`config.mk`:
```
export PLATFORM = sky130hd
export DESIGN_NAME = srs_front
export DESIGN_NICKNAME = d
export VERILOG_FILES = /design/src/sv/shadow_return_stack_unit_defines.svh /design/src/sv/srs_pkg.sv /design/src/sv/srs_front.sv
export SDC_FILE = /design/constraint.sdc
export NUM_CORES = 1
export LEC_CHECK = 0
export ABC_AREA = 0
export BUFFER_PORTS_ARGS = -buffer_cell sky130_fd_sc_hd__buf_4
export CELL_PAD_IN_SITES_DETAIL_PLACEMENT = 0
export CELL_PAD_IN_SITES_GLOBAL_PLACEMENT = 2
export CORE_MARGIN = 2
export CORE_UTILIZATION = 17
export DETAILED_ROUTE_END_ITERATION = 10
export PLACE_DENSITY_LB_ADDON = 0.25
export SETUP_SLACK_MARGIN = 0.4
export SLEW_MARGIN = 20
export SYNTH_ARGS = -nofsm -noshare
export SYNTH_HDL_FRONTEND = slang
export SYNTH_SLANG_ARGS = --single-unit
export TNS_END_PERCENT = 1
```
`constraint.sdc`:
```
create_clock -name clk_i -period 5.55 [get_ports clk_i]
set_clock_uncertainty 0.05 [all_clocks]
set_input_delay 1.11 -clock clk_i [delete_from_list [all_inputs] [get_ports clk_i]]
set_output_delay 1.11 -clock clk_i [all_outputs]
set_load 0.01 [all_outputs]
```
`src/sv/shadow_return_stack_unit_defines.svh`:
```
// ----------------------------------------------------------------------------
// shadow return stack assertion macros
// shared concurrent assertion forms, sampled on clk_i, off during reset
// ----------------------------------------------------------------------------
`ifndef SHADOW_RETURN_STACK_UNIT_DEFINES_SVH
`define SHADOW_RETURN_STACK_UNIT_DEFINES_SVH

// property must hold at every edge out of reset
`define SRS_ASSERT_ALWAYS(lbl, prop, msg) \
  lbl: assert property (@(posedge clk_i) disable iff (!rst_ni) (prop)) \
    else $error(msg);

// consequent must hold in the cycle after the antecedent
`define SRS_ASSERT_NEXT(lbl, ante, cons, msg) \
  lbl: assert property (@(posedge clk_i) disable iff (!rst_ni) (ante) |=> (cons)) \
    else $error(msg);

`endif

```
`src/sv/srs_pkg.sv`:
```
// ----------------------------------------------------------------------------
// srs_pkg
// shared types and constants of the shadow return stack
// ----------------------------------------------------------------------------
`default_nettype none

package srs_pkg;

  localparam int unsigned RET_ADDR_W = 64;
  localparam int unsigned STATUS_W   = 3;
  localparam int unsigned APB_AW     = 3;
  localparam int unsigned APB_DW     = 32;

  // register index, byte address is 4 * index
  typedef enum logic [APB_AW-3:0] {
    REG_STACK_ENABLE = 1'b0
  } reg_idx_e;

  typedef enum logic {
    ACT_CALL   = 1'b0,
    ACT_RETURN = 1'b1
  } action_e;

  typedef enum logic [STATUS_W-1:0] {
    ST_OK        = 3'd0,
    ST_NOSTACK   = 3'd1,
    ST_OVERFLOW  = 3'd2,
    ST_UNDERFLOW = 3'd3,
    ST_MISMATCH  = 3'd4
  } status_e;

  // decision taken at acceptance, finished in the compare stage
  typedef struct packed {
    logic                  cmp;    // return that popped an entry, compare pending
    status_e               status; // final status when cmp is low
    logic [RET_ADDR_W-1:0] addr;   // presented return address
  } srs_issue_t;

endpackage

`default_nettype wire

```
`src/sv/srs_front.sv`:
```
// ----------------------------------------------------------------------------
// srs_front
// entry count, full/empty decisions and stack memory access at acceptance
// ----------------------------------------------------------------------------
`default_nettype none

module srs_front import srs_pkg::*; #(
  parameter int unsigned DEPTH = 512,
  localparam int unsigned AW    = (DEPTH > 1) ? $clog2(DEPTH) : 1,
  localparam int unsigned CNT_W = $clog2(DEPTH + 1)
) (
  input  wire logic                  clk_i,
  input  wire logic                  rst_ni,
  input  wire logic                  accept_i,
  input  wire logic                  enable_i,
  input  wire logic                  action_i,
  input  wire logic [RET_ADDR_W-1:0] addr_i,
  output srs_issue_t                 issue_o,
  output logic                       mem_we_o,
  output logic      [AW-1:0]         mem_waddr_o,
  output logic                       mem_re_o,
  output logic      [AW-1:0]         mem_raddr_o,
  output logic      [CNT_W-1:0]      count_o
);

  localparam logic [CNT_W-1:0] FULL_CNT = CNT_W'(DEPTH);

  logic [CNT_W-1:0] count_q, count_d;
  logic             is_full, is_empty, do_push, do_pop;
  logic [CNT_W-1:0] top_idx;

  assign is_full  = (count_q == FULL_CNT);
  assign is_empty = (count_q == '0);
  assign do_push  = enable_i && (action_e'(action_i) == ACT_CALL) && !is_full;
  assign do_pop   = enable_i && (action_e'(action_i) == ACT_RETURN) && !is_empty;
  assign top_idx  = count_q - 1'b1;

  always_comb begin
    issue_o.cmp  = do_pop;
    issue_o.addr = addr_i;
    if (!enable_i) begin
      issue_o.status = ST_NOSTACK;
    end else if (action_e'(action_i) == ACT_CALL) begin
      issue_o.status = is_full ? ST_OVERFLOW : ST_OK;
    end else begin
      issue_o.status = is_empty ? ST_UNDERFLOW : ST_OK;
    end
  end

  always_comb begin
    count_d = count_q;
    if (accept_i && do_push) begin
      count_d = count_q + 1'b1;
    end else if (accept_i && do_pop) begin
      count_d = top_idx;
    end
  end

  always_ff @(posedge clk_i or negedge rst_ni) begin
    if (!rst_ni) begin
      count_q <= '0;
    end else begin
      count_q <= count_d;
    end
  end

  // push writes slot count, pop reads slot count - 1
  assign mem_we_o    = accept_i && do_push;
  assign mem_waddr_o = count_q[AW-1:0];
  assign mem_re_o    = accept_i && do_pop;
  assign mem_raddr_o = top_idx[AW-1:0];
  assign count_o     = count_q;

endmodule

`default_nettype wire

```
==> impl_metrics.ini, run 1 <==
[route]
avgViaCountPerCell = 3.94
drt-total-wl_um = 3800
ant_nets = 0
vias = 996
drt-initial-drc-count = 27
drt-pass1-iter-count = 4
drc = 0
wl_per_cell_um = 15.0

[pwr]
clockPowerShare_pct = 11.0
total_power_mw = 0.729
switching_share_pct = 48.1
pwr-share-seq_pct = 27.7
intPower_mw = 0.379
power_density_nw_per_um2 = 553
power.leakage_nw = 0.577
p_sw_mw = 0.351
combPwrFrac_pct = 61.3
ir_drop_mv = 0.0919

[hold_path]
min_from = count_o[7]
hold_class = reg -> reg
hold_end = count_o[7]
hold-path-cell-count = 1

[clocking]
cts_tree = built
cts-root-buf = clkbuf_8
htreeDepth = 1
clkSinkCount = 10
ctsResizeCount = 0
postCtsSetupBuffers = 0
clockBufferDepth = 2
clkLatencyLatePin_ns = 0.24
clk_pin_slew_worst_paths_ns = 0.05
ctsHoldBuffers = 0
cts_made_buffers = 3

[sta]
whs_ns = 0.631
min_period_ns = 3.67
timing.final.crit_share_pct = 66.1
rsz0062_at_grt = no
clock.fmax_mhz = 273
hold_viol_final = 0
relSlewSlack_pct = 65.9
maxSlewViolCount = 0
setup_viol = 0
setup_ws_ns = 1.88
worstMarginPinSlew_ns = 0.505
setup_tns_ns = 0

[die]
core_area_um2 = 8300
die_h_um = 97.1
dieArea_um2 = 9430
initial_core_util_pct = 17.8
die_x_um = 97.1
pin_count = 167
fp-row-count = 33

[synth]
syn-cell-area_um2 = 1470
synthDistinctLibCells = 36
syn_area_per_cell_um2 = 7.76
yosysSeqAreaShare_pct = 17.0
syn_inst = 190
ys.warnings.count = 0
ys_ff_latch = 10
synth_nets = 261

[placement]
detailed_place_hpwl_um = 3020
gp_congestion = 0.714
place_inst = 250
dpl-instance-area_um2 = 1280
io_buffers = 37
post-place-ws_ns = 2.14

[setup_path]
path_buf_inv = 3
crit_family = simple AND/OR/NAND/NOR gates
crit_required_ns = 4.39
slowest_stage = dfrtp_1
crit_chain = inv_1, ha_1, nor4b_1, nand3_1, nand2_1, inv_1, buf_4
critPathLaunchType = register
critical_path.endpoint_type = primary output
criticalPathCategory = reg -> out
max_stage_delay_ns = 0.47
crit_arrival_ns = 2.51
r2r_cells = 7
r2r_setup_slack_ns = 2.99
crit_path_frequent_cell = inv_1
r2r_end = count_o[4]
crit_fanout = 9
r2r-start = count_o[1]

[global_route]
use_met2_pct = 12.4
grt_pass1_wl_um = 6030
grt_overflow = 0
antenna_found_initial = 0
grt_pass1_vias = 1095
grt_max_degree = 12
met1_usage_pct = 10.4
track_usage_pct = 7.99
gr-max-usage-layer = met2
grt_use_met3_pct = 1.29

[cells_and_area]
nNetsFinal = 221
area_growth_pct = -10.5
fin_cells = 253
fillers = 927
layout-drive-gt1-share_pct = 33.8
postLayoutCoreUtil_pct = 15.9
largest_reg_flops = 10
design_area_um2 = 1320
antenna_cells = 0

[run_status]
outcome = finished clean

[job]
cap_viol_max_count = 0
[Yosys cell counts (all sizes together)]
cell	instances	area share [%]
xnor2	9	5.3
nor2	11	2.8
nand4	2	0.85
o22ai	2	0.85
nand3	9	3.1
mux2i	2	1.4
o2bb2ai	1	0.59
a21boi	1	0.51
xor2	6	3.6
a21o	1	0.51
o21ai	5	2.0
clkbuf	1	0.25
buf	81	41
nand2	10	2.7
and2	1	0.51
nor3	2	0.68
or3b	1	0.59
nand3b	1	0.51
inv	10	2.5
and3	3	1.4
a31o	1	0.59
nor4	1	1.4
conb	1	0.25
dfrtp	10	17
or4	1	0.51
ha	2	1.7
a21oi	9	3.1
or4b	2	1.6
a221oi	2	1.2
nor4b	2	1.2
[placed cells by master (no fill, tap or decap), types with 3 or more instances in the layout]
| cell type | Yosys | final |
|---|---|---|
| xor2_1 | 6 | 6 |
| nor2_1 | 11 | 11 |
| nand2_1 | 9 | 9 |
| buf_4 | 76 | 37 |
| clkbuf_8 | 0 | 3 |
| a21oi_1 | 9 | 9 |
| o21ai_0 | 4 | 4 |
| inv_1 | 10 | 10 |
| nand3_1 | 9 | 9 |
| xnor2_1 | 9 | 9 |
| dfrtp_1 | 10 | 10 |
[worst reg2reg max path, cell delays in order, from the launching register on]
cell      delay [ns]
dfrtp_1         0.47
inv_1           0.14
ha_1            0.38
nor4b_1         0.47
nand3_1         0.28
nand2_1         0.22
o21ai_0         0.11
a221oi_1        0.33
[power groups by stage]
stage	combinational (mW)	sequential [mW]	clock, mW
3_5_place_dp	0.456	0.208	0
4_1_cts	0.457	0.206	0.0828
2_1_floorplan	0.359	0.159	0
6_report	0.447	0.202	0.0800
3_3_place_gp	0.465	0.209	0
5_1_grt	0.487	0.217	0.0842
[routing by layer]
layer | part of all wire, % | vias to the layer above
met2 | 45 | 45
met4 | 3.2 | 0
li1 | - | 463
met5 | 0 | -
met1 | 46 | 466
met3 | 6.1 | 22
[area by class of cell]
class / count / area [um^2] / share of cell area (%)
Inverter: 10 / 37.5 / 2.85
Timing Repair Buffer: 37 / 278 / 21.1
Multi-Input combinational cell: 88 / 581 / 44.0
Tap cell: 105 / 131 / 9.96
Sequential cell: 10 / 250 / 19.0
Clock buffer: 3 / 41.3 / 3.13
[worst max path at each step]
stage,from,end,slack [ns],depth (start not counted)
finish,count_o[1],mem_we_o,1.88,7
global route,count_o[0],mem_we_o,1.66,7
CTS,count_o[0],mem_we_o,1.86,7
detailed placement,count_o[0],mem_we_o,2.14,7
global placement,count_o[1],mem_we_o,2.24,7
floorplan,count_o[0],issue_o[64],2.55,7
[cells by family (layout without fill, tap and decap cells)]
family	count (synthesis)	after routing	synth area share, %
AOI/OAI and AO/OA	22	22	9.25
other	1	1	0.254
adders and majority gates	2	2	1.70
and+or+nand+nor	46	46	17.9
muxes	2	2	1.36
DFF	10	10	17.0
buffers and inverters	92	50	43.6
xor gates and xnor gates	15	15	8.91
No activity file was read; power rests on OpenSTA's default activity.
==> run 2, diff against run 1 <==
- CORE_UTILIZATION: 17 -> 14
- clock period: 5.55 -> 3.36 ns (I/O delays scaled with it)
==> impl_metrics.ini, run 2 (same netlist as run 1, synthesis figures left out) <==
[global_route]
grt_overflow = 0
grt_max_degree = 12
track_usage_pct = 7.40
grt_pass1_vias = 1025
grt_pass1_wl_um = 6310
antenna_found_initial = 0

[setup_path]
crit_required_ns = 2.64
crit_fanout = 9
crit_path_frequent_cell = inv_1
critical_path.endpoint_type = primary output
r2r-start = count_o[1]
critPathLaunch = count_o[0]
crit_family = simple AND/OR/NAND/NOR gates
cp.depth = 7
max_stage_delay_ns = 0.45
slowest_stage = dfrtp_1
crit_chain = inv_1, ha_4, nor4b_4, nand3_2, nand2_1, inv_1, buf_4
path_buf_inv = 3
criticalPathCategory = reg -> out
crit_arrival_ns = 2.08
r2r_cells = 7
critPathLaunchType = register

[sta]
maxSlewViolCount = 0
setup_ws_ns = 0.562
rsz0062_at_grt = no
min_period_ns = 2.80
whs_ns = 0.208
clock.fmax_mhz = 357
setup_viol = 0
timing.final.crit_share_pct = 83.3
setup_tns_ns = 0
hold_viol_final = 0

[run_status]
outcome = finished clean

[clocking]
cts_made_buffers = 3
clk_pin_slew_worst_paths_ns = 0.05
clkLatencyLatePin_ns = 0.25
cts_tree = built
clkSinkCount = 10
postCtsSetupBuffers = 0
htreeDepth = 1
clockBufferDepth = 2
ctsHoldBuffers = 0
cts-root-buf = clkbuf_8

[route]
drt-total-wl_um = 4170
drt-pass1-iter-count = 4
vias = 1014
wl_per_cell_um = 14.6
drc = 0
drt-initial-drc-count = 40
avgViaCountPerCell = 3.56
ant_nets = 0

[pwr]
power_density_nw_per_um2 = 906
power.leakage_nw = 0.587
ir_drop_mv = 0.142

[placement]
detailed_place_hpwl_um = 3380
place_inst = 282
io_buffers = 37
post-place-ws_ns = 0.325
gp_congestion = 0.734

[die]
pin_count = 167
fp-row-count = 37
initial_core_util_pct = 14.3
die_h_um = 107
dieArea_um2 = 11400
core_area_um2 = 10300
die_x_um = 107

[cells_and_area]
area_growth_pct = -5.18
antenna_cells = 0
fin_cells = 285
nNetsFinal = 222
layout_commonest_cell = buf_4
mostFrequentLayoutCells = buf_4, nor2_1, inv_1, dfrtp_1
largest_reg_flops = 10
layout-drive-gt1-share_pct = 36.2

[hold_path]
hold_class = in -> async

[job]
cap_viol_max_count = 0
run 2: cell types whose count changed in the layout (fill, tap and decap cells not counted):
cell	delta
ha_4	+1
nor4b_4	+1
nor4b_1	-1
nand3_2	+1
buf_4	+1
nand3_1	-1
ha_1	-1
run 2: path summary, 6_finish.rpt:
path,endpoint,slack (ns)
worst max-delay path,mem_we_o,0.56
worst min-delay path,count_o[5],0.21
worst max register to register,count_o[4],1.04
worst min register to register,count_o[3],0.65
max in group asynchronous,count_o[0],2.90
min in group clk_i,count_o[3],0.65
run 2: worst register-to-register path: cells and delay by family, from the launching register on:
family	cells	cell delay, ns
flops	1	0.48
fa+ha+maj	1	0.22
simple gates	2	0.39
compound gates	3	0.93
buf+inv	1	0.14
run 2: cell type report:
| class | count | area, um^2 |
|---|---|---|
| Sequential cell | 10 | 250 |
| Timing Repair Buffer | 38 | 285 |
| Inverter | 10 | 37.5 |
| Multi-Input combinational cell | 88 | 613 |
| Fill cell | 1201 | 8880 |
| Tap cell | 136 | 170 |
| Clock buffer | 3 | 41.3 |
run 2: per-layer routing:
layer	part of all wire, %	vias to the layer above	track usage (%)
met2	42	46	9.96
met4	6.0	0	5.84
li1	-	463	-
met3	7.2	39	1.64
met5	0	-	0
met1	45	466	10.0
run 2: power by group:
group	leakage [nW]	switching (mW)	internal [mW]
clock	0.0216	0.0549	0.0792
sequential	0.120	0.152	0.173
combinational	0.446	0.399	0.408
total	0.587	0.606	0.661
run 2: metrics by stage:
| stage | power [mW] | util (%) | instance area (um^2) |
|---|---|---|---|
| after global placement | 1.13 | 12.9 | 1320 |
| after detailed placement | 1.12 | 12.9 | 1320 |
| after global routing | 1.38 | 13.6 | 1400 |
| after CTS | 1.28 | 13.5 | 1380 |
| final | 1.27 | 13.6 | 1400 |
| after floorplan | 0.856 | - | 1470 |
run 2: repair_timing:
action,4_1_cts,5_1_grt
cloned,0,0
gates resized for setup,3,2
endpoints found under the setup margin,5,2
==> run 3, diff against run 2 <==
- ABC_AREA: 0 -> 1
- clock period: 3.36 -> 2.5 ns (I/O delays scaled with it)
==> impl_metrics.ini, run 3 <==
[clocking]
cts_made_buffers = 3
clkLatencyLatePin_ns = 0.23
htreeDepth = 1
cts_tree = built
clockBufferDepth = 2
clkSinkCount = 10
cts-root-buf = clkbuf_16
clk_pin_slew_worst_paths_ns = 0.04

[synth]
yosys-top-cells-count = buf_4, nand2_1, inv_1, nand3_1, nor2_1
ys.flop_type = dfrtp_1
synth_edf_count = 0
syn_area_per_cell_um2 = 6.60
ys_ff_latch = 10
ys.warnings.count = 0
syn-cell-area_um2 = 1600
synth_top_cell_by_area = buf_4
synth_nets = 313
synthArstFlopShare_pct = 100
syn_inst = 242
yosysSeqAreaShare_pct = 15.7
synthDistinctLibCells = 22
yosysTopAreaCellShare_pct = 35.3
yosysMostFrequentCell = buf_4
synth_area_leaders = buf_4, nand2_1, dfrtp_1

[sta]
rsz0062_at_grt = yes
maxSlewViolCount = 0
whs_ns = 0.0456
setup_viol = 0
min_period_ns = 2.10
timing.final.crit_share_pct = 84.2
setup_tns_ns = 0
hold_viol_final = 0
clock.fmax_mhz = 475

[setup_path]
critical_path.endpoint_type = primary output
crit_family = simple AND/OR/NAND/NOR gates
slowest_stage = dfrtp_2
crit_chain = inv_2, ha_4, nand2_4, nor2_4, nand3_4, nand2_2, and3_4, buf_6
critPathLaunchType = register
crit_required_ns = 1.95
crit_fanout = 4
max_stage_delay_ns = 0.40
path_buf_inv = 2
crit_arrival_ns = 1.55
criticalPathCategory = reg -> out

[placement]
place_inst = 351
gp_congestion = 0.760
detailed_place_hpwl_um = 3880
io_buffers = 37

[pwr]
total_power_mw = 2.36
power_density_nw_per_um2 = 1360
power.leakage_nw = 0.882
ir_drop_mv = 0.324

[global_route]
antenna_found_initial = 0
grt_pass1_wl_um = 7120
grt_overflow = 0
use_met2_pct = 12.0
grt_pass1_vias = 1269
met1_usage_pct = 9.72
gr-max-usage-layer = met2
track_usage_pct = 7.34
grt_use_met3_pct = 1.75
grt_max_degree = 12

[route]
drt-pass1-iter-count = 4
ant_nets = 0
avgViaCountPerCell = 3.36
drt-initial-drc-count = 33
drc = 0
vias = 1222
drt-total-wl_um = 4690
wl_per_cell_um = 12.9

[cells_and_area]
layout_commonest_cell = nand2_1
mostFrequentLayoutCells = nand2_1, buf_4, inv_1, nand3_1, nor2_1
layout-drive-gt1-share_pct = 38.8
largest_reg_flops = 10
fin_cells = 364
antenna_cells = 0
fillers = 1267
area_growth_pct = 8.93
nNetsFinal = 297
postLayoutCoreUtil_pct = 15.8

[die]
dieArea_um2 = 12300
fp-row-count = 38
core_area_um2 = 11000
die_h_um = 111
initial_core_util_pct = 14.5
pin_count = 167
die_x_um = 111

[run_status]
outcome = finished clean

[hold_path]
hold_class = in -> async

[job]
cap_viol_max_count = 0
run 3: worst paths after layout:
check                                    to  startpoint  slack [ns]  cells past startpoint
worst max-delay path            issue_o[65]  count_o[1]        0.40                      8
worst min-delay path             count_o[2]      rst_ni        0.05                      1
worst max register to register   count_o[1]  count_o[1]        0.69                     10
worst min register to register   count_o[0]  count_o[0]        0.57                      2
max in group asynchronous        count_o[4]      rst_ni        2.19                      1
min in group clk_i               count_o[0]  count_o[0]        0.57                      2
run 3: timing repair:
action                                  CTS  global route
pin swaps                                 6             3
resized for setup                        19             1
setup buffers                             5             5
endpoints found under the setup margin   10             7
hold buffers                              0             0
run 3: power breakdown:
group / switching [mW] / total [mW] / internal [mW]
clock network: 0.0675 / 0.274 / 0.207
registers: 0.103 / 0.346 / 0.243
logic: 0.942 / 1.74 / 0.797
run 3: cell families (layout without fill, tap and decap cells):
logic type                 Yosys count  in the layout  share of synthesized area [%]
AOI/OAI and AO/OA                    6              6                           1.88
xor gates and xnor gates            10             10                           5.96
adders and majority gates            2              2                           1.57
buffers and inverters              102             84                           43.3
DFF                                 10             10                           15.7
other                                1              1                          0.235
and+or+nand+nor                    111            111                           31.3
run 3: per-stage QoR:
stage | setup slack [ns] | cell area [um^2]
2_1_floorplan | 0.430 | 1600
3_3_place_gp | 0.427 | 1530
3_5_place_dp | 0.378 | 1530
4_1_cts | 0.360 | 1700
5_1_grt | 0.308 | 1740
6_report | 0.395 | 1740
run 3: final cells by class:
class / count / area (um^2) / area share, %
tap: 140 / 175 / 10.1
sequential: 10 / 254 / 14.6
timing repair buffer: 57 / 435 / 25.0
clock buffer: 3 / 75.1 / 4.32
inverter: 24 / 95.1 / 5.47
multi-input combinational: 130 / 704 / 40.5
run 3: routing by layer:
layer | wire, um | vias up | part of all wire [%]
met1 | 2230 | 545 | 48
li1 | - | 631 | -
met4 | 49 | 0 | 1.0
met5 | 0 | - | 0
met2 | 2170 | 32 | 46
met3 | 236 | 14 | 5.0
