File: config.mk
export PLATFORM = sky130hd
export DESIGN_NAME = srs_back
export DESIGN_NICKNAME = d
export VERILOG_FILES = /design/src/sv/shadow_return_stack_unit_defines.svh /design/src/sv/srs_pkg.sv /design/src/sv/srs_back.sv
export SDC_FILE = /design/constraint.sdc
export NUM_CORES = 1
export LEC_CHECK = 0
export ABC_CLOCK_PERIOD_IN_PS = 4500
export BUFFER_PORTS_ARGS = -buffer_cell sky130_fd_sc_hd__buf_2
export CAP_MARGIN = 5
export CORE_MARGIN = 3
export CORE_UTILIZATION = 30
export CTS_CLUSTER_SIZE = 28
export DETAILED_ROUTE_END_ITERATION = 7
export GPL_TIMING_DRIVEN = 0
export PLACE_DENSITY = 0.53
export SYNTH_ARGS = -nofsm -noshare
export SYNTH_HDL_FRONTEND = slang
export SYNTH_SLANG_ARGS = --single-unit
File: constraint.sdc
create_clock -name clk_i -period 4.5 [get_ports clk_i]
set_clock_uncertainty 0.05 [all_clocks]
set_input_delay 0.225 -clock clk_i [delete_from_list [all_inputs] [get_ports clk_i]]
set_output_delay 0.225 -clock clk_i [all_outputs]
set_load 0.01 [all_outputs]
File: src/sv/shadow_return_stack_unit_defines.svh
// ----------------------------------------------------------------------------
// shadow return stack assertion macros
// shared concurrent assertion forms, sampled on clk_i, off during reset
// ----------------------------------------------------------------------------
`ifndef SHADOW_RETURN_STACK_UNIT_DEFINES_SVH
`define SHADOW_RETURN_STACK_UNIT_DEFINES_SVH

// property must hold at every edge out of reset
`define SRS_ASSERT_ALWAYS(lbl, prop, msg) \
  lbl: assert property (@(posedge clk_i) disable iff (!rst_ni) (prop)) \
    else $error(msg);

// consequent must hold in the cycle after the antecedent
`define SRS_ASSERT_NEXT(lbl, ante, cons, msg) \
  lbl: assert property (@(posedge clk_i) disable iff (!rst_ni) (ante) |=> (cons)) \
    else $error(msg);

`endif

File: src/sv/srs_pkg.sv
// ----------------------------------------------------------------------------
// srs_pkg
// shared types and constants of the shadow return stack
// ----------------------------------------------------------------------------
`default_nettype none

package srs_pkg;

  localparam int unsigned RET_ADDR_W = 64;
  localparam int unsigned STATUS_W   = 3;
  localparam int unsigned APB_AW     = 3;
  localparam int unsigned APB_DW     = 32;

  // register index, byte address is 4 * index
  typedef enum logic [APB_AW-3:0] {
    REG_STACK_ENABLE = 1'b0
  } reg_idx_e;

  typedef enum logic {
    ACT_CALL   = 1'b0,
    ACT_RETURN = 1'b1
  } action_e;

  typedef enum logic [STATUS_W-1:0] {
    ST_OK        = 3'd0,
    ST_NOSTACK   = 3'd1,
    ST_OVERFLOW  = 3'd2,
    ST_UNDERFLOW = 3'd3,
    ST_MISMATCH  = 3'd4
  } status_e;

  // decision taken at acceptance, finished in the compare stage
  typedef struct packed {
    logic                  cmp;    // return that popped an entry, compare pending
    status_e               status; // final status when cmp is low
    logic [RET_ADDR_W-1:0] addr;   // presented return address
  } srs_issue_t;

endpackage

`default_nettype wire

File: src/sv/srs_back.sv
// ----------------------------------------------------------------------------
// srs_back
// compare stage against the read top entry and registered result slot
// ----------------------------------------------------------------------------
`default_nettype none

module srs_back import srs_pkg::*; (
  input  wire logic                  clk_i,
  input  wire logic                  rst_ni,
  input  wire logic                  accept_i,
  input  srs_issue_t                 issue_i,
  input  wire logic [RET_ADDR_W-1:0] rdata_i,
  output logic                       in_ready_o,
  output logic                       out_valid_o,
  input  wire logic                  out_ready_i,
  output status_e                    status_o,
  output logic                       kill_o
);

  logic       s1_valid_q, s1_valid_d;
  srs_issue_t s1_q;
  logic       out_valid_q, out_valid_d;
  status_e    status_q, status_d;
  logic       s1_adv;

  assign s1_adv     = !out_valid_q || out_ready_i;
  assign in_ready_o = !s1_valid_q || s1_adv;

  always_comb begin
    if (s1_q.cmp) begin
      status_d = (rdata_i == s1_q.addr) ? ST_OK : ST_MISMATCH;
    end else begin
      status_d = s1_q.status;
    end
  end

  always_comb begin
    s1_valid_d = s1_valid_q;
    if (accept_i) begin
      s1_valid_d = 1'b1;
    end else if (s1_adv) begin
      s1_valid_d = 1'b0;
    end
    out_valid_d = out_valid_q;
    if (s1_valid_q && s1_adv) begin
      out_valid_d = 1'b1;
    end else if (out_ready_i) begin
      out_valid_d = 1'b0;
    end
  end

  always_ff @(posedge clk_i or negedge rst_ni) begin
    if (!rst_ni) begin
      s1_valid_q  <= 1'b0;
      out_valid_q <= 1'b0;
    end else begin
      s1_valid_q  <= s1_valid_d;
      out_valid_q <= out_valid_d;
    end
  end

  always_ff @(posedge clk_i) begin
    if (accept_i) begin
      s1_q <= issue_i;
    end
    if (s1_valid_q && s1_adv) begin
      status_q <= status_d;
    end
  end

  assign out_valid_o = out_valid_q;
  assign status_o    = status_q;
  assign kill_o      = (status_q != ST_OK);

endmodule

`default_nettype wire

==> flow_metrics.py, run 1 <==
metrics = {
    "outcome": {
        "status": "complete, no violations",
    },
    "timing": {
        "grt_setup_unrepaired": "false",
        "timing.final.crit_share": 0.481,
        "fin_crit_ns": 2.16,
        "hold_viol_final": 0,
        "slew_headroom": 0.426,
        "tightest_slew_ns": 0.861,
        "drv_slew": 0,
        "max_freq_mhz": 462,
        "setup_tns_ns": 0,
        "setup_violations": 0,
    },
    "synth": {
        "ys_ff_latch": 73,
        "synthMuxAreaShare": 0,
        "ys_top_cells_by_count": "71 x edfxtp_1, 28 x xnor2_1, 22 x xor2_1, 14 x nor2b_1, 10 x nand4_1",
        "netlist_top_cells_area": "edfxtp_1 71%, xnor2_1 8.2%, xor2_1 6.4%, nor2b_1 2.9%, nand4_1 2.1%",
        "yosysMostFrequentCell": "edfxtp_1",
        "synth_top_area_cell": "edfxtp_1",
        "synthSimpleGateAreaFrac": 0.0832,
        "synth_top_family_by_area": "XOR/XNOR gates",
        "synth_fa_ha_area_frac": 0,
        "dominantRegCellSynth": "edfxtp_1",
        "yosysWarnings": 0,
        "async_reset_ff_frac": 0.0274,
        "synthesis.area_sq_mm": 0.00299,
        "syn_area_per_cell_sq_um": 16.3,
        "synth_cell_types": 22,
        "postSynthCellCount": 184,
        "syn_nets": 320,
        "synth_edf_count": 71,
        "yosysSeqAreaShare": 0.729,
        "synth-xor-area-share": 0.146,
        "netlist.area_leader.share": 0.712,
        "synth_compound_area_frac": 0.0288,
    },
    "detailed_routing": {
        "num_vias": 2192,
        "wl_per_cell_microns": 13.3,
        "ant_nets": 0,
        "via_per_inst": 4.21,
        "firstDrtPassIters": 4,
        "drt_iter0_drc": 63,
        "drc_errors": 0,
        "routed_wl_mm": 6.93,
    },
    "hold_path": {
        "hold_class": "input pin to flip-flop",
    },
    "grt": {
        "grt_antenna_before_repair": 1,
        "grt_pass1_wl_mm": 10.8,
        "grtUsageMet2": 0.220,
        "grt_overflow": 0,
        "grt_busiest_layer": "met2",
        "grt_max_degree": 70,
        "grt_pass1_vias": 2377,
        "grt_util_met3": 0.0361,
        "use_met1": 0.140,
        "track_usage": 0.126,
    },
    "worst_setup_path": {
        "endpoint_kind": "flip-flop",
        "cp-start-kind": "flip-flop",
        "crit_type": "flip-flop to flip-flop",
        "worstPathArrival_ns": 2.16,
        "required_ns": 4.50,
        "reg2reg_setup_slack_ns": 2.34,
        "worstPathMaxFanout": 2,
        "cp-endpoint": "status_o[2]",
        "crit_start": "s1_q[59]",
        "r2r_end": "status_o[2]",
        "r2r-start": "s1_q[59]",
        "r2r_cells": 5,
    },
    "floorplan": {
        "initial_utilization": 0.316,
        "die_area_sq_mm": 0.0112,
        "rows": 35,
        "ios": 142,
        "die_h_microns": 106,
        "die_w_microns": 106,
        "core_sq_mm": 0.00946,
    },
    "finish": {
        "drive_gt1_frac": 0.395,
        "layout.nets": 523,
        "final_util": 0.482,
        "syn2layout_area_growth_pct": 52.4,
        "diodes": 0,
    },
    "clock_network": {
        "cts_root_buf": "clkbuf_8",
        "htreeDepth": 3,
        "cts_resized": 0,
        "clk_latency_ns": 0.33,
        "path_clk_slew_ns": 0.07,
        "clockBufferDepth": 2,
        "cts_made_buffers": 9,
        "cts.sinks": 73,
        "cts_tree": "yes",
    },
    "power": {
        "comb_power_share": 0.124,
        "peakVddDrop_uv": 161,
        "seq_power_share": 0.549,
        "pwr-share-clk": 0.327,
        "powerDensity_mw_per_mm2": 331,
        "intPower_uw": 1190,
        "switching_share": 0.209,
        "p_sw_uw": 316,
        "cellLeakagePower_uw": 0.00185,
    },
    "job": {
        "max-cap-violations": 0,
    },
    "placement": {
        "place_congestion": 0.783,
        "dp_hpwl_mm": 5.10,
        "portBuffers": 141,
    },
}
==> cells in the final DEF (no fill, tap or decap), types with 2 or more instances in the layout <==
master / netlist / routed
inv_1: 9 / 9
clkbuf_1: 0 / 3
nor4_1: 7 / 7
nand4_1: 10 / 10
buf_2: 0 / 140
xnor2_1: 28 / 28
dfrtp_1: 2 / 2
dlygate4sd3_1: 0 / 51
clkinv_2: 0 / 2
nor2b_1: 14 / 14
o22ai_1: 3 / 3
clkbuf_8: 0 / 10
nand2b_1: 3 / 3
edfxtp_1: 71 / 71
xor2_1: 22 / 22
a2111oi_0: 4 / 4
==> worst min-delay path by stage <==
| stage | start | endpoint | slack (ns) | cells past startpoint |
|---|---|---|---|---|
| 6_report | issue_i[45] | s1_q[45] | 0.02 | 1 |
| 5_1_grt | issue_i[62] | s1_q[62] | 0.0007 | 1 |
| 4_1_cts | issue_i[26] | s1_q[26] | 0.0001 | 1 |
| 3_5_place_dp | rst_ni | s1_valid_q | -0.04 | 1 |
| 3_3_place_gp | rst_ni | out_valid_o | -0.04 | 1 |
| 2_1_floorplan | rst_ni | out_valid_o | -0.12 | 0 |
==> worst max-delay path: stages (launching register included) <==
cell and delay, ns:
edfxtp_1 0.37, nor2b_1 0.14, a2111oi_0 0.53, nand4_1 0.15
nor4_1 0.47, a31oi_1 0.17
==> per-stage QoR <==
step | cell area, sq um | hold WS, ns | setup WS (ns) | std cells | power [uW]
3_5_place_dp | 3860 | -0.0389 | 2.34 | 454 | 999
5_1_grt | 4560 | 0.000725 | 2.25 | 521 | 1590
2_1_floorplan | 2990 | -0.121 | 2.92 | 184 | 906
4_1_cts | 4550 | 0.000119 | 2.31 | 520 | 1530
6_report | 4560 | 0.0206 | 2.34 | 521 | 1510
3_3_place_gp | 3860 | -0.0396 | 2.34 | 454 | 996
==> sequential cells by signal, indices dropped and copies added (netlist names) <==
| name | flops |
|---|---|
| s1_q | 68 |
| status_o | 3 |
| out_valid_o | 1 |
| s1_valid_q | 1 |
==> cell type report <==
| class | count | area, sq um |
|---|---|---|
| fill | 905 | 4900 |
| clock buffer | 13 | 149 |
| tap | 129 | 161 |
| timing repair buffer | 192 | 1220 |
| multi-input combinational | 101 | 773 |
| sequential | 73 | 2180 |
| clock inverter | 3 | 40.0 |
| inverter | 10 | 37.5 |
==> layer usage <==
metal  part of all wire  wire length, microns  vias to the layer above
met2               0.52                  3630                       80
met5             0.0019                    13                        -
met1               0.39                  2680                     1004
met3              0.065                   454                       15
li1                   -                     -                     1091
met4              0.022                   152                        2
==> timing repair <==
action                                  4_1_cts  5_1_grt
hold buffers                                 50        1
hold endpoints to repair                     51        1
buffers inserted                              0        0
endpoints found under the setup margin        0        0
==> power by group through the flow <==
| stage | clock (uW) | combinational (uW) | sequential, uW |
|---|---|---|---|
| global route | 544 | 208 | 835 |
| detailed placement | 0 | 154 | 845 |
| CTS | 515 | 189 | 830 |
| finish | 494 | 187 | 830 |
| floorplan | 0 | 64.8 | 841 |
| global placement | 0 | 153 | 844 |
==> logic make-up after synthesis <==
group / count (synthesis)
buffers and inverters: 10
XOR/XNOR: 50
AND/OR/NAND/NOR: 40
AO/OA/AOI/OAI: 11
flip-flops: 73
(Power assumes the default switching activity.)
==> run 2: changes to the inputs <==
--- a/config.mk
+++ b/config.mk
@@ -5,7 +5,8 @@
 export SDC_FILE = /design/constraint.sdc
 export NUM_CORES = 1
 export LEC_CHECK = 0
-export ABC_CLOCK_PERIOD_IN_PS = 4500
+export ABC_AREA = 1
+export ABC_CLOCK_PERIOD_IN_PS = 1850
 export BUFFER_PORTS_ARGS = -buffer_cell sky130_fd_sc_hd__buf_2
 export CAP_MARGIN = 5
 export CORE_MARGIN = 3
==> constraint.sdc (replaced) <==
create_clock -name clk_i -period 1.85 [get_ports clk_i]
set_clock_uncertainty 0.05 [all_clocks]
set_input_delay 0.0925 -clock clk_i [delete_from_list [all_inputs] [get_ports clk_i]]
set_output_delay 0.0925 -clock clk_i [all_outputs]
set_load 0.01 [all_outputs]
==> flow_metrics.py, run 2 <==
metrics = {
    "outcome": {
        "status": "complete, no violations",
    },
    "power": {
        "p_sw_uw": 903,
        "intPower_uw": 3170,
        "pwr-share-clk": 0.367,
        "seq_power_share": 0.497,
        "powerDensity_mw_per_mm2": 764,
        "switching_share": 0.221,
        "comb_power_share": 0.136,
        "cellLeakagePower_uw": 0.00279,
        "peakVddDrop_uv": 394,
    },
    "clock_network": {
        "htreeDepth": 3,
        "cts_made_buffers": 9,
        "clk_latency_ns": 0.32,
        "cts_root_buf": "clkbuf_16",
        "ctsHoldBuffers": 70,
        "clockBufferDepth": 2,
        "cts_resized": 0,
        "cts.sinks": 73,
        "cts_tree": "yes",
        "post_cts_buffers": 0,
        "path_clk_slew_ns": 0.05,
    },
    "synth": {
        "yosysWarnings": 0,
        "dominantRegCellSynth": "edfxtp_1",
        "synth_compound_area_frac": 0.00143,
        "synth_top_family_by_area": "simple AND/OR/NAND/NOR gates",
        "synth_fa_ha_area_frac": 0,
        "postSynthCellCount": 412,
        "netlist.area_leader.share": 0.608,
        "synthMuxAreaShare": 0,
        "syn_area_per_cell_sq_um": 8.52,
        "yosysMostFrequentCell": "nand2_1",
        "syn_nets": 548,
        "synth_edf_count": 71,
        "synth-xor-area-share": 0.0250,
        "synthSimpleGateAreaFrac": 0.252,
        "netlist_top_cells_area": "edfxtp_1 61%, nand2_1 16%, inv_1 10%, nor2_1 9.4%, xor2_1 2.5%",
        "async_reset_ff_frac": 0.0274,
        "synth_cell_types": 8,
        "synth_top_area_cell": "edfxtp_1",
        "ys_top_cells_by_count": "146 x nand2_1, 93 x inv_1, 88 x nor2_1, 71 x edfxtp_1, 10 x xor2_1",
        "synthesis.area_sq_mm": 0.00351,
        "ys_ff_latch": 73,
        "yosysSeqAreaShare": 0.622,
    },
    "placement": {
        "portBuffers": 141,
        "post-place-ws_ns": 0.296,
        "place_congestion": 0.739,
        "dp_hpwl_mm": 5.61,
        "placed_area_sq_mm": 0.00439,
    },
    "worst_setup_path": {
        "crit_slowest_cell": "edfxtp_1",
        "cp-endpoint": "status_o[2]",
        "r2r_cells": 10,
        "reg2reg_setup_slack_ns": 0.33,
        "required_ns": 1.88,
        "worstPathMaxFanout": 2,
        "worstPathArrival_ns": 1.55,
        "r2r-start": "s1_q[24]",
        "cp-start-kind": "flip-flop",
        "slowest_delay_ns": 0.38,
        "crit_start": "s1_q[24]",
        "endpoint_kind": "flip-flop",
        "r2r_end": "status_o[2]",
        "path_cells": "nor2_1, nor2_1, nor2_1, nand2_1, nor2_1, nand2_1, nor2_1, nand2_1, nand2_1, nand2_1",
        "crit_type": "flip-flop to flip-flop",
    },
    "detailed_routing": {
        "drc_errors": 0,
        "ant_nets": 0,
        "wl_per_cell_microns": 10.1,
        "routed_wl_mm": 7.83,
        "drt_iter0_drc": 86,
        "num_vias": 3066,
        "via_per_inst": 3.94,
        "firstDrtPassIters": 6,
    },
    "floorplan": {
        "die_area_sq_mm": 0.0130,
        "ios": 142,
        "rows": 38,
        "die_h_microns": 114,
        "core_sq_mm": 0.0111,
        "initial_utilization": 0.315,
        "die_w_microns": 114,
    },
    "grt": {
        "track_usage": 0.122,
        "grt_overflow": 0,
        "grt_max_degree": 70,
        "grt_antenna_before_repair": 0,
        "grt_util_met3": 0.0349,
        "use_met1": 0.139,
        "grt_busiest_layer": "met2",
        "grtUsageMet2": 0.209,
        "grt_pass1_vias": 2952,
        "grt_pass1_wl_mm": 12.5,
    },
    "finish": {
        "largest_reg_flops": 68,
        "top_register": "s1_q",
        "drive_gt1_frac": 0.235,
        "final_common_cell": "nand2_1",
        "syn2layout_area_growth_pct": 52.2,
        "layout.nets": 770,
        "layout_common_cells": "146 x nand2_1, 140 x buf_2, 93 x inv_1",
        "diodes": 0,
        "design_area_sq_mm": 0.00534,
    },
    "timing": {
        "setup_violations": 0,
        "grt_setup_unrepaired": "false",
        "hold_viol_final": 0,
        "timing.final.crit_share": 0.821,
        "setup_tns_ns": 0,
        "tightest_slew_ns": 0.881,
        "slew_headroom": 0.413,
        "timing.final.ws_setup_ns": 0.330,
        "max_freq_mhz": 658,
        "drv_slew": 0,
        "fin_crit_ns": 1.52,
    },
    "job": {
        "max-cap-violations": 0,
    },
    "hold_path": {
        "hold_class": "input pin to async pin",
    },
}
-- run 2: metrics by stage --
step           total power, uW  hold slack, ns  utilization  instances
3_5_place_dp              2500          -0.166        0.395        693
3_3_place_gp              2480          -0.172        0.395        693
2_1_floorplan             2260          -0.253            -        412
4_1_cts                   4150          0.0427        0.480        778
6_report                  4080          0.0527        0.480        778
5_1_grt                   4310          0.0586        0.480        778
-- run 2: worst min-delay path by stage --
stage	startpoint	endpoint	slack (ns)	depth (start not counted)
6_report	rst_ni	out_valid_o	0.05	2
2_1_floorplan	rst_ni	out_valid_o	-0.25	0
5_1_grt	rst_ni	out_valid_o	0.06	2
3_3_place_gp	rst_ni	out_valid_o	-0.17	1
3_5_place_dp	rst_ni	s1_valid_q	-0.17	1
4_1_cts	rst_ni	s1_valid_q	0.04	2
-- run 2: critical path, delay by kind of cell (launching register included) --
family | cells | cell delay [ns]
simple gates | 10 | 0.85
flops | 1 | 0.38
-- run 2: layout make-up --
type | instances | area, sq um
fill | 1079 | 5790
sequential | 73 | 2180
timing repair buffer | 211 | 1410
multi-input combinational | 246 | 977
inverter | 93 | 349
clock buffer | 14 | 244
tap | 140 | 175
clock inverter | 1 | 3.75
-- run 2: logic make-up (layout without fill, tap and decap cells) --
family | count (synthesis) | after routing
simple gates | 235 | 235
flops | 73 | 73
buf+inv | 93 | 319
compound gates | 1 | 1
xor+xnor | 10 | 10
-- run 2: power by group through the flow --
stage / clock network [uW] / logic (uW) / registers [uW]
after global routing: 1630 / 641 / 2040
after CTS: 1560 / 560 / 2030
after detailed placement: 0 / 443 / 2060
after floorplan: 0 / 214 / 2050
final: 1500 / 554 / 2030
after global placement: 0 / 428 / 2060
-- run 2: metal layers --
layer | vias up | routed length [microns]
li1 | 1667 | -
met1 | 1293 | 3310
met2 | 92 | 3800
met3 | 14 | 524
met4 | 0 | 193
met5 | - | 0
==> run 3: changes to the inputs <==
--- a/config.mk
+++ b/config.mk
@@ -5,8 +5,8 @@
 export SDC_FILE = /design/constraint.sdc
 export NUM_CORES = 1
 export LEC_CHECK = 0
-export ABC_AREA = 1
-export ABC_CLOCK_PERIOD_IN_PS = 1850
+export ABC_AREA = 0
+export ABC_CLOCK_PERIOD_IN_PS = 1600
 export BUFFER_PORTS_ARGS = -buffer_cell sky130_fd_sc_hd__buf_2
 export CAP_MARGIN = 5
 export CORE_MARGIN = 3
==> constraint.sdc (replaced) <==
create_clock -name clk_i -period 1.6 [get_ports clk_i]
set_clock_uncertainty 0.05 [all_clocks]
set_input_delay 0.08 -clock clk_i [delete_from_list [all_inputs] [get_ports clk_i]]
set_output_delay 0.08 -clock clk_i [all_outputs]
set_load 0.01 [all_outputs]
==> flow_metrics.py, run 3 (same netlist as run 1, synthesis figures left out) <==
metrics = {
    "floorplan": {
        "initial_utilization": 0.316,
        "die_area_sq_mm": 0.0112,
        "rows": 35,
        "ios": 142,
        "core_sq_mm": 0.00946,
        "die_h_microns": 106,
        "die_w_microns": 106,
    },
    "clock_network": {
        "path_clk_slew_ns": 0.07,
        "cts_made_buffers": 9,
        "post_cts_buffers": 0,
        "clk_latency_ns": 0.33,
        "cts_tree": "yes",
        "cts.sinks": 73,
        "clockBufferDepth": 2,
        "htreeDepth": 3,
        "cts_root_buf": "clkbuf_8",
    },
    "worst_setup_path": {
        "crit_start": "s1_q[27]",
        "crit_cells": 5,
        "required_ns": 1.62,
        "crit_slowest_cell": "or4_4",
        "reg2reg_setup_slack_ns": -0.17,
        "cp-start-kind": "flip-flop",
        "endpoint_kind": "flip-flop",
        "r2r-start": "s1_q[27]",
        "r2r_cells": 5,
        "cpLargestDelayFamily": "simple AND/OR/NAND/NOR gates",
        "r2r_end": "status_o[2]",
        "cp-endpoint": "status_o[2]",
        "crit_buf_inv": 1,
        "crit_type": "flip-flop to flip-flop",
        "path_cells": "inv_1, o22ai_1, or4_4, nor4_4, a31oi_1",
        "slowest_delay_ns": 0.54,
        "worstPathArrival_ns": 1.79,
        "worstPathMaxFanout": 2,
    },
    "detailed_routing": {
        "ant_nets": 0,
        "wl_per_cell_microns": 13.2,
        "num_vias": 2270,
        "firstDrtPassIters": 4,
        "via_per_inst": 4.20,
        "drc_errors": 0,
        "drt_iter0_drc": 41,
        "routed_wl_mm": 7.13,
    },
    "finish": {
        "layout.nets": 543,
        "diodes": 0,
        "layout_common_cells": "140 x buf_2, 71 x dlygate4sd3_1, 71 x edfxtp_1",
        "drive_gt1_frac": 0.400,
        "final_common_cell": "buf_2",
        "syn2layout_area_growth_pct": 61.7,
        "largest_reg_flops": 68,
        "n_fill_cell": 870,
        "top_register": "s1_q",
    },
    "power": {
        "total_power_uw": 4320,
        "cellLeakagePower_uw": 0.00197,
        "peakVddDrop_uv": 463,
        "powerDensity_mw_per_mm2": 893,
    },
    "placement": {
        "dp_hpwl_mm": 5.10,
        "place_congestion": 0.783,
        "post-place-ws_ns": -0.560,
        "portBuffers": 141,
    },
    "grt": {
        "track_usage": 0.131,
        "grt_pass1_vias": 2534,
        "grt_antenna_before_repair": 0,
        "grt_overflow": 0,
        "grt_max_degree": 70,
        "grt_pass1_wl_mm": 11.3,
    },
    "timing": {
        "slew_headroom": 0.418,
        "timing.final.ws_setup_ns": -0.174,
        "grt_setup_unrepaired": "true",
        "drv_slew": 0,
        "timing.final.crit_share": 1.11,
        "tightest_slew_ns": 0.873,
        "fin_crit_ns": 1.77,
        "max_freq_mhz": 564,
        "setup_violations": 1,
        "hold_viol_final": 0,
    },
    "outcome": {
        "status": "finished, violations left",
        "failed_checks": "negative setup slack",
    },
    "job": {
        "max-cap-violations": 0,
    },
    "hold_path": {
        "hold_path_startpoint": "rdata_i[5]",
        "hold_class": "input pin to flip-flop",
    },
}
-- run 3: what timing repair did --
item / 4_1_cts / 5_1_grt
gates resized for setup: 11 / 5
setup endpoints to repair: 1 / 1
hold buffers: 71 / 0
hold endpoints to repair: 72 / 0
pin swaps: 7 / 6
-- run 3: how the worst min path moves through the flow --
stage / endpoint / slack [ns] / cells after the start
floorplan: out_valid_o / -0.27 / 0
global placement: out_valid_o / -0.18 / 1
detailed placement: s1_valid_q / -0.18 / 1
CTS: status_o[2] / 0.23 / 5
global route: status_o[2] / 0.27 / 5
finish: status_o[2] / 0.25 / 5
-- run 3: worst register-to-register path, delay by kind of cell (launching register included) --
family / cells / cell delay [ns]
buffers and inverters: 1 / 0.10
AO/OA/AOI/OAI: 2 / 0.23
AND/OR/NAND/NOR: 2 / 0.77
flip-flops: 1 / 0.36
-- run 3: through the flow --
step	hold slack, ns	TNS [ns]	cells	area (sq um)	utilization
6_report	0.248	-0.174	541	4840	0.512
5_1_grt	0.267	-0.247	541	4840	0.512
4_1_cts	0.233	-0.256	541	4810	0.508
3_5_place_dp	-0.184	-0.560	454	3860	0.408
3_3_place_gp	-0.185	-8.95	454	3860	0.408
2_1_floorplan	-0.266	0	184	2990	-
-- run 3: power by group --
| part | switching, uW | internal, uW |
|---|---|---|
| clock network | 632 | 761 |
| registers | 65.4 | 2270 |
| logic | 221 | 372 |
-- run 3: per-layer routing --
| layer | global-route usage | vias to the layer above | wire (microns) |
|---|---|---|---|
| li1 | - | 1131 | - |
| met1 | 0.145 | 1046 | 2780 |
| met2 | 0.237 | 81 | 3820 |
| met3 | 0.0306 | 12 | 393 |
| met4 | 0.0583 | 0 | 136 |
| met5 | 0 | - | 0 |
-- run 3: final cells by class --
cell class                      instances  area (sq um)  area share
Sequential cell                        73          2180       0.451
Timing Repair Buffer                  212          1420       0.293
Multi-Input combinational cell        101           850       0.176
Tap cell                              129           161      0.0334
Clock buffer                           13           149      0.0308
Clock inverter                          3          40.0     0.00828
Inverter                               10          37.5     0.00776
